File: src/hdl/rmt_pkg.sv
package rmt_pkg;

    localparam int CAPACITY = 64;
    localparam int ADDR_W   = $clog2(CAPACITY);
    localparam int CNT_W    = $clog2(CAPACITY + 1);
    localparam int DATA_W   = 32;
    localparam int COUNT_W  = 7;
    localparam int STAT_W   = 2;

    localparam logic CMD_INSERT = 1'b0;
    localparam logic CMD_REMOVE = 1'b1;

    localparam logic [STAT_W-1:0] STAT_OK    = 2'd0;
    localparam logic [STAT_W-1:0] STAT_FULL  = 2'd1;
    localparam logic [STAT_W-1:0] STAT_EMPTY = 2'd2;

    typedef enum logic [2:0] {
        S_IDLE,
        S_INS_RD,
        S_INS_CMP,
        S_INS_PUT,
        S_REM_RD,
        S_REM_WR,
        S_MED_RD,
        S_MED_DATA
    } state_t;

    typedef struct packed {
        logic              we;
        logic [ADDR_W-1:0] waddr;
        logic [DATA_W-1:0] wdata;
        logic [ADDR_W-1:0] raddr;
    } mem_req_t;

    typedef struct packed {
        logic [DATA_W-1:0]  median;
        logic               median_valid;
        logic [COUNT_W-1:0] count;
        logic [STAT_W-1:0]  status;
    } result_t;

endpackage

File: src/hdl/rmt_store.sv
module rmt_store (
    input  logic                          clk,
    input  rmt_pkg::mem_req_t             req,
    output logic [rmt_pkg::DATA_W-1:0]    rd_data
);
    import rmt_pkg::*;

    logic [DATA_W-1:0] mem [CAPACITY];
    logic [DATA_W-1:0] rd_data_reg;

    always_ff @(posedge clk)
    begin
        if (req.we)
        begin
            mem[req.waddr] <= req.wdata;
        end
        rd_data_reg <= mem[req.raddr];
    end

    assign rd_data = rd_data_reg;

endmodule

File: src/hdl/rmt_seq.sv
module rmt_seq (
    input  logic                          clk,
    input  logic                          rst_n,
    input  logic                          in_valid,
    output logic                          in_ready,
    input  logic                          in_cmd,
    input  logic [rmt_pkg::DATA_W-1:0]    in_value,
    output rmt_pkg::mem_req_t             mem_req,
    input  logic [rmt_pkg::DATA_W-1:0]    rd_data,
    output logic                          res_load,
    output rmt_pkg::result_t              result
);
    import rmt_pkg::*;

    state_t                    state_reg, state_next;
    logic [CNT_W-1:0]          count_reg, count_next;
    logic [CNT_W-1:0]          idx_reg, idx_next;
    logic signed [DATA_W-1:0]  val_reg, val_next;
    logic [DATA_W-1:0]         median_reg, median_next;
    logic [STAT_W-1:0]         status_reg, status_next;

    logic                      accept;
    logic                      data_gt;
    logic [CNT_W-1:0]          idx_inc;
    logic [CNT_W-1:0]          mid_idx;

    assign in_ready = (state_reg == S_IDLE);
    assign accept   = in_valid && in_ready;
    assign data_gt  = $signed(rd_data) > val_reg;
    assign idx_inc  = idx_reg + 1'b1;
    assign mid_idx  = (count_reg - 1'b1) >> 1;

    // next state
    always_comb
    begin
        state_next = state_reg;
        unique case (state_reg)
            S_IDLE:
            begin
                if (accept)
                begin
                    if (in_cmd == CMD_INSERT)
                    begin
                        if (count_reg >= CNT_W'(CAPACITY) || count_reg == '0)
                            state_next = S_MED_RD;
                        else
                            state_next = S_INS_RD;
                    end
                    else
                    begin
                        if (count_reg == '0)
                            state_next = S_MED_RD;
                        else
                            state_next = S_REM_RD;
                    end
                end
            end
            S_INS_RD:   state_next = S_INS_CMP;
            S_INS_CMP:
            begin
                if (!data_gt)
                    state_next = S_MED_RD;
                else if (idx_reg == '0)
                    state_next = S_INS_PUT;
                else
                    state_next = S_INS_RD;
            end
            S_INS_PUT:  state_next = S_MED_RD;
            S_REM_RD:
            begin
                if (idx_reg < count_reg)
                    state_next = S_REM_WR;
                else
                    state_next = S_MED_RD;
            end
            S_REM_WR:   state_next = S_REM_RD;
            S_MED_RD:
            begin
                if (count_reg == '0)
                    state_next = S_IDLE;
                else
                    state_next = S_MED_DATA;
            end
            S_MED_DATA: state_next = S_IDLE;
            default:    state_next = S_IDLE;
        endcase
    end

    // datapath and memory requests
    always_comb
    begin
        mem_req     = '0;
        count_next  = count_reg;
        idx_next    = idx_reg;
        val_next    = val_reg;
        median_next = median_reg;
        status_next = status_reg;
        res_load    = 1'b0;
        unique case (state_reg)
            S_IDLE:
            begin
                if (accept)
                begin
                    status_next = STAT_OK;
                    val_next    = in_value;
                    if (in_cmd == CMD_INSERT)
                    begin
                        if (count_reg >= CNT_W'(CAPACITY))
                        begin
                            status_next = STAT_FULL;
                        end
                        else
                        begin
                            count_next = count_reg + 1'b1;
                            idx_next   = count_reg - 1'b1;
                            if (count_reg == '0)
                            begin
                                mem_req.we    = 1'b1;
                                mem_req.waddr = '0;
                                mem_req.wdata = in_value;
                            end
                        end
                    end
                    else
                    begin
                        if (count_reg == '0)
                        begin
                            status_next = STAT_EMPTY;
                        end
                        else
                        begin
                            count_next = count_reg - 1'b1;
                            idx_next   = mid_idx;
                        end
                    end
                end
            end
            S_INS_RD:
            begin
                mem_req.raddr = idx_reg[ADDR_W-1:0];
            end
            S_INS_CMP:
            begin
                // shift larger entry up, or drop the value in above it
                mem_req.we    = 1'b1;
                mem_req.waddr = idx_inc[ADDR_W-1:0];
                mem_req.wdata = data_gt ? rd_data : val_reg;
                if (data_gt && idx_reg != '0)
                    idx_next = idx_reg - 1'b1;
            end
            S_INS_PUT:
            begin
                mem_req.we    = 1'b1;
                mem_req.waddr = '0;
                mem_req.wdata = val_reg;
            end
            S_REM_RD:
            begin
                mem_req.raddr = idx_inc[ADDR_W-1:0];
            end
            S_REM_WR:
            begin
                mem_req.we    = 1'b1;
                mem_req.waddr = idx_reg[ADDR_W-1:0];
                mem_req.wdata = rd_data;
                idx_next      = idx_inc;
            end
            S_MED_RD:
            begin
                mem_req.raddr = mid_idx[ADDR_W-1:0];
                if (count_reg == '0)
                begin
                    median_next = '0;
                    res_load    = 1'b1;
                end
            end
            S_MED_DATA:
            begin
                median_next = rd_data;
                res_load    = 1'b1;
            end
            default:
            begin
                mem_req = '0;
            end
        endcase
    end

    assign result.median       = median_next;
    assign result.median_valid = (count_reg != '0);
    assign result.count        = COUNT_W'(count_reg);
    assign result.status       = status_reg;

    always_ff @(posedge clk or negedge rst_n)
    begin
        if (!rst_n)
        begin
            state_reg <= S_IDLE;
            count_reg <= '0;
        end
        else
        begin
            state_reg <= state_next;
            count_reg <= count_next;
        end
    end

    always_ff @(posedge clk)
    begin
        idx_reg    <= idx_next;
        val_reg    <= val_next;
        median_reg <= median_next;
        status_reg <= status_next;
    end

endmodule

File: src/hdl/running_median_tracker_unit.sv
// An insert shifts each larger entry up one slot, then drops the value in and reads the
//   median; into an empty or a full store it goes straight to the median read. A removal
//   takes out the median entry by shifting the entries above it down, then reads the median.
// One request at a time; the sorted store is scanned through its one read and one write port.
// A result waits in an output register; the next request waits until it is taken.
// Reset (rst_n, async, active low) empties the store; store contents are not cleared.
module running_median_tracker_unit (
    input  logic        clk,
    input  logic        rst_n,
    input  logic        s_tvalid,
    output logic        s_tready,
    input  logic [31:0] s_tdata,   // [31:0] value
    input  logic        s_tuser,   // [0] command
    output logic        m_tvalid,
    input  logic        m_tready,
    output logic [47:0] m_tdata,   // [31:0] median, [38:32] count, [40:39] status
    output logic        m_tuser    // [0] median_valid
);
    import rmt_pkg::*;

    mem_req_t          mem_req;
    logic [DATA_W-1:0] rd_data;
    logic              res_load;
    logic              seq_ready;
    logic              out_free;
    result_t           result;
    result_t           out_reg;
    logic              m_tvalid_reg;

    assign out_free = !m_tvalid_reg || m_tready;
    // a finished item must find the output slot free before the next request
    assign s_tready = seq_ready && out_free;

    rmt_seq u_seq (
        .clk      (clk),
        .rst_n    (rst_n),
        .in_valid (s_tvalid && out_free),
        .in_ready (seq_ready),
        .in_cmd   (s_tuser),
        .in_value (s_tdata),
        .mem_req  (mem_req),
        .rd_data  (rd_data),
        .res_load (res_load),
        .result   (result)
    );

    rmt_store u_store (
        .clk     (clk),
        .req     (mem_req),
        .rd_data (rd_data)
    );

    always_ff @(posedge clk or negedge rst_n)
    begin
        if (!rst_n)
        begin
            m_tvalid_reg <= 1'b0;
        end
        else if (res_load)
        begin
            m_tvalid_reg <= 1'b1;
        end
        else if (m_tready)
        begin
            m_tvalid_reg <= 1'b0;
        end
    end

    always_ff @(posedge clk)
    begin
        if (res_load)
        begin
            out_reg <= result;
        end
    end

    assign m_tvalid = m_tvalid_reg;
    assign m_tuser  = out_reg.median_valid;
    assign m_tdata  = {7'd0, out_reg.status, out_reg.count, out_reg.median};

endmodule

File: config.mk
export PLATFORM = sky130hd
export DESIGN_NAME = running_median_tracker_unit
export DESIGN_NICKNAME = d
export VERILOG_FILES = /design/src/hdl/rmt_pkg.sv /design/src/hdl/rmt_store.sv /design/src/hdl/rmt_seq.sv /design/src/hdl/running_median_tracker_unit.sv
export SDC_FILE = /design/constraint.sdc
export NUM_CORES = 2
export LEC_CHECK = 0
export ABC_AREA = 0
export ABC_CLOCK_PERIOD_IN_PS = 5600
export BUFFER_PORTS_ARGS = -buffer_cell sky130_fd_sc_hd__buf_4
export CAP_MARGIN = 20
export CORE_MARGIN = 5
export CORE_UTILIZATION = 63
export DETAILED_ROUTE_END_ITERATION = 12
export PLACE_DENSITY_LB_ADDON = 0.1
export SYNTH_ARGS = -nofsm -noshare
export SYNTH_HDL_FRONTEND = slang
export SYNTH_SLANG_ARGS = --single-unit
File: constraint.sdc
create_clock -name clk -period 5.6 [get_ports clk]
set_clock_uncertainty 0.05 [all_clocks]
set_input_delay 0.56 -clock clk [delete_from_list [all_inputs] [get_ports clk]]
set_output_delay 0.56 -clock clk [all_outputs]
set_load 0.02 [all_outputs]
Yosys cells after proc, flatten, opt, wreduce, memory -nomap -nowiden
Memories as Yosys holds them, arrays and structs flattened. A register that Yosys moved wholly into a read port is not among the register bits.
Index checks and enable logic that the tools add are counted.

storage, ports and cells
  register bits after elaboration = 126
  latch bits = 0
  memory bits (writable) = 2048
  bits in read-only memories = 0
  input port bits = 37
  output and inout port bits = 51
  memories = 1

cells by class
  $add $sub $neg = 4
  $mul = 0
  div/mod/pow operators = 0
  magnitude comparators = 3
  equality and inequality tests = 13
  shift-type cells = 0
  mux-type cells = 36
  bitwise gates (word level) = 0
  reduce and logical (&&, ||, !) cells = 17

memories
  memory       depth  bits a word  read ports  clocked after Yosys merged registers in  write ports  RTL line        source
  u_store.mem  64     32           1           1                                        1            rmt_store.sv:8  logic [DATA_W-1:0] mem [CAPACITY];

operator list
  operator                                                                  number
  39-bit 2-to-1 mux                                                         4
  39-bit one-hot mux with 4 select lines                                    1
  32-bit 2-to-1 mux                                                         2
  32-bit one-hot mux with 2 select lines                                    1
  7-bit 2-to-1 mux                                                          8
  32-bit greater-than comparator                                            1
  3-bit one-hot mux with 8 select lines                                     1
  7-bit one-hot mux with 3 select lines                                     1
  6-bit one-hot mux with 3 select lines                                     1
  3-bit 2-to-1 mux                                                          5
  7-bit by 1-bit adder with 7-bit output (second input constant)            2
  7-bit zero test                                                           2
  7-bit nonzero test                                                        2
  7-bit by 1-bit subtractor with 7-bit output (second input constant)       2
  3-bit equality test (second input constant)                               4
  2-bit 2-to-1 mux                                                          5
  7-bit >= comparator (second input constant)                               1
  7-bit less-than comparator                                                1
  3-bit by 2-bit equality test with 1-bit output (second input constant)    2
  1-bit 2-to-1 mux                                                          6
  3-bit inequality test (second input constant)                             2
  5-bit AND reduction                                                       1
  1-bit logical AND                                                         4
  2-bit by 1-bit inequality test with 1-bit output (second input constant)  2
  10 further kinds                                                          12

Depth between registers and ports, before layout
  depth after elaboration = 8
  depth in mapped cells = 14
  depth with buffers taken out = 10

Cells and area by module
From an unflattened synthesis, not the netlist that was laid out.

second synthesis, totals
  cell total of the unflattened synthesis = 3980
  area total of the unflattened synthesis = 85404.4 um2

modules (own cells, without submodules)
  module                       instances  cells an instance  area an instance (um2)  sequential area each (um2)
  rmt_store                    1          3324               78515.3                 62139.6
  rmt_seq                      1          601                5514.0                  2122.0
  running_median_tracker_unit  1          55                 1375.1                  1286.2

Worst setup path after synthesis
No wires, ideal clock.

  path kind = reg-to-reg
  start point = reg u_seq.count_reg[2]
  end point = mem u_store.mem[42][0] (enable)
  data arrival time = 3.549 ns
  path slack = 1.580 ns
  cell stages (with the launch flop) = 13
  buffers on the path = 3
  clock period less this slack = 4.020 ns
  cell sequence = dfrtp_1 > buf_6 > nor4_4 > and3_1 > buf_4 > inv_2 > or3_4 > a21o_1 > a22oi_2 > and2b_1 > nand2b_1 > buf_2 > nor2_1

between the ends
  word-level cells in the longest chain between the ends = 8
  elaborated cells on any way between the ends = 9
  classes of those cells = order compare: 1; mux: 7; reduce/logical: 1

ends and longest elaborated chain
  item                                                                         RTL line         source
  start: declaration                                                           rmt_seq.sv:16    logic [CNT_W-1:0] count_reg, count_next;
  start signal: assignment                                                     rmt_seq.sv:204   count_reg <= count_next;
  parallel branches: the longest is 2 deep, another holds 7-bit >= comparator  n/a
  39-bit 2-to-1 mux *                                                          rmt_seq.sv:108   if (count_reg >= CNT_W'(CAPACITY))
  39-bit 2-to-1 mux *                                                          rmt_seq.sv:106   if (in_cmd == CMD_INSERT)
  39-bit 2-to-1 mux *                                                          rmt_seq.sv:102   if (accept)
  39-bit one-hot mux with 4 select lines *                                     rmt_seq.sv:99    unique case (state_reg)
  1-bit 2-to-1 mux                                                             rmt_store.sv:13  if (req.we)
  1-bit 2-to-1 mux (not written as such)                                       rmt_store.sv:15  mem[req.waddr] <= req.wdata;
  end: declaration                                                             rmt_store.sv:8

Every way passes the cells marked *.

Worst setup path after layout
  start point = reg u_seq.idx_reg[0]
  end point = reg u_store.rd_data_reg[2], in the netlist u_store.rd_data[2] (read register of u_store.mem)

between the ends
  word-level cells in the longest chain between the ends = 2

ends and longest elaborated chain
  item                                     RTL line        source
  start: declaration                       rmt_seq.sv:17   logic [CNT_W-1:0] idx_reg, idx_next;
  start signal: assignment                 rmt_seq.sv:210  idx_reg <= idx_next;
  7-bit by 1-bit adder with 7-bit output   rmt_seq.sv:30   assign idx_inc = idx_reg + 1'b1;
  6-bit one-hot mux with 3 select lines *  rmt_seq.sv:99
  end: declaration                         rmt_store.sv:9  logic [DATA_W-1:0] rd_data_reg;

Every way passes the cells marked *; elsewhere a longest branch is shown, timed or not.
A chain may end at the register's enable or synchronous reset.

==> summary.md <==
| Metric | Value |
|---|---|
| Horiz. Die Dim | `about 380 µm` |
| IO buf count | `80` |
| Hpwl dp | `~140 mm` |
| Root buffer cell | `clkbuf_16` |
| RSZ-0062 raised after global routing | `no` |
| ANT nets after route | `0` |
| Area Growth Syn to Fin | `12.8%` |
| Via/cell ratio | `6.48` |
| Hold Path Depth | `3` |
| Pin count of the biggest net entering global routing | `between 150 and 200` |
| Number of flip-flops in the largest register | `just over 2000` |
| Startpoint Class | `flop` |
| First-pass GRT wire length | `356 mm` |
| Cells after DPL | `around 8300` |
| GRT Residual Overflow | `0` |
| Die Ht | `between 300 and 400 µm` |
| Min Hold Slack | `roughly 34 ps` |
| Ys async rst share | `0.00499` |
| H-tree levels | `4` |
| Mapped Area | `between 80000 and 90000 µm²` |
| Setup TNS | `0 ps` |
| Fin. max-slew vios | `0` |
| DRC Markers | `0` |
| CP endpoint kind | `flop` |
| Die area | `147000 µm²` |
| Area contributors post-synth | `edfxtp_1 73%, nand2_1 8.1%, nand3_1 4.0%` |
| Yosys top cell area share | `0.728` |
| CP required | `6220 ps` |
| Post-DP Area | `92200 µm²` |
| Setup-failing EPs final | `0` |
| Initial DRC Count | `between 7000 and 8000` |
| GRT Total Usage | `0.330` |
| Reg with most FFs | `u_store.mem` |
| Final instance area | `99100 µm²` |
| Vias | `~57000` |
| Synth top cells by count | `2131 x edfxtp_1, 1902 x nand2_1, 711 x nand3_1` |
| Num ports | `between 80 and 90` |
| Max-cap viol count | `0` |
| Post-synth cell types | `70` |
| Fin cells | `8743` |
| Post-synth top area cell | `edfxtp_1` |
| Final wirelength | `244 mm` |
| Initial DRT Pass Iterations | `9` |
| Setup CP Type | `reg -> reg` |
| Syn_area_per_cell | `around 13 µm²` |
| Final nets | `slightly below 7000` |
| Sink Count | `between 2000 and 2500` |
| Cell count after synthesis | `approximately 6500` |
| Outcome | `finished, final reports clean` |
| Worst slew pin tran | `about 1400 ps` |
| WL/cell | `~28 µm` |
| Sequential share of the synthesized area | `0.746` |
| Post-synth EDFFs | `about 2100` |
| Standard-cell rows | `between 100 and 150` |
| TritonCTS Buffers | `209` |
| Antenna violations before repair | `10` |
| R2R cell count | `11` |
| Final hold viol count | `0` |
| Worst min path class | `in -> reg` |
| Clk pin slew, worst setup/hold paths | `about 70 ps` |
| Yosys warns | `0` |
| Flops & latches, synth | `between 2000 and 2500` |
| Worst Path Max Fanout | `60` |
| Worst-Skew Late Latency | `840 ps` |
| Vias in the first global route | `between 50000 and 60000` |
| Final min period | `approximately 4700 ps` |
| Max Clk Rate | `213 MHz` |
| Fraction of layout cells with a size suffix above 1 | `0.110` |
| Most frequent cell after synthesis | `edfxtp_1` |
| Max Root-Sink Buffers | `3` |
| Slew HR | `0.0976` |
| Core area | `roughly 140000 µm²` |
| CTS tree | `built` |
| Crit path arrival time | `5310 ps` |
| Starting Density | `0.632` |
| Final period util | `0.838` |
| Most used DFF post-synth | `edfxtp_1` |
| Final GP Congestion | `0.902` |
==> kinds of logic (layout without fill, tap and decap cells) <==
group	after synthesis	in the layout	synth area share
mux	198	198	0.0226
flops	2206	2206	0.746
compound gates	635	635	0.0547
fa+ha+maj	44	44	0.00626
xor+xnor	16	16	0.00159
simple gates	2956	2956	0.145
other cells	1	10	0.0000427
buf+inv	486	802	0.0245
==> cell usage in the layout (no fill, tap or decap), types with 34 or more instances in the layout <==
master / count
edfxtp_1: 2131
nand2_1: 1870
nand3_1: 711
buf_4: 281
clkbuf_16: 214
and3_1: 198
mux2i_1: 195
a31oi_1: 188
a22oi_1: 69
nor2_4: 69
a221oi_1: 64
dfxtp_1: 64
a32oi_1: 63
a32o_1: 63
buf_12: 53
clkbuf_1: 49
inv_1: 48
clkinv_1: 45
ha_1: 44
a21oi_1: 40
clkinv_2: 36
dlygate4sd3_1: 34
==> through the flow <==
step,worst slack [ps],utilization
5_1_grt,727,0.713
3_5_place_dp,1040,0.663
2_1_floorplan,1580,-
6_report,908,0.713
4_1_cts,1030,0.713
3_3_place_gp,281,0.662
==> layout make-up <==
| class | count | area (µm²) |
|---|---|---|
| Sequential cell | 2206 | 65500 |
| Fill cell | 9050 | 39900 |
| Multi-Input combinational cell | 3856 | 20900 |
| Clock buffer | 274 | 5690 |
| Timing Repair Buffer | 373 | 3570 |
| Tap cell | 1876 | 2350 |
| Clock inverter | 106 | 905 |
| Inverter | 49 | 184 |
| Antenna cell | 3 | 7.51 |
==> metal layers <==
layer	GRT usage	wire [µm]	up-vias
met3	0.0764	28800	536
li1	-	-	24500
met2	0.507	113000	3552
met1	0.459	91100	28100
met4	0.144	11500	8
met5	0	46	-
==> path summary, 6_finish.rpt <==
check	startpoint	slack [ps]	endpoint
max	u_seq.idx_reg[0]	910	u_store.rd_data[2]
min	m_tready	30	m_tvalid
max reg2reg	u_seq.idx_reg[0]	910	u_store.rd_data[2]
min reg2reg	u_seq.status_reg[0]	360	m_tdata[39]
max in group asynchronous	rst_n	5280	u_seq.count_reg[0]
min in group asynchronous	rst_n	50	m_tvalid
==> repair_timing <==
action	in CTS	in global routing
resized for setup	0	0
hold endpoints to repair	44	0
setup buffers	0	0
hold buffers	34	0
==> critical path: stages (launching register included) <==
cell,delay [ps]
edfxtp_1,670
inv_1,180
ha_1,390
and4bb_2,280
a221oi_4,250
buf_12,240
buf_4,570
and3_1,280
a31oi_1,70
a32o_1,260
a221oi_1,1020
o221ai_1,210
Power is not shown: default switching activity piles up to over one toggle a cycle in this logic, so the estimate is an artifact.
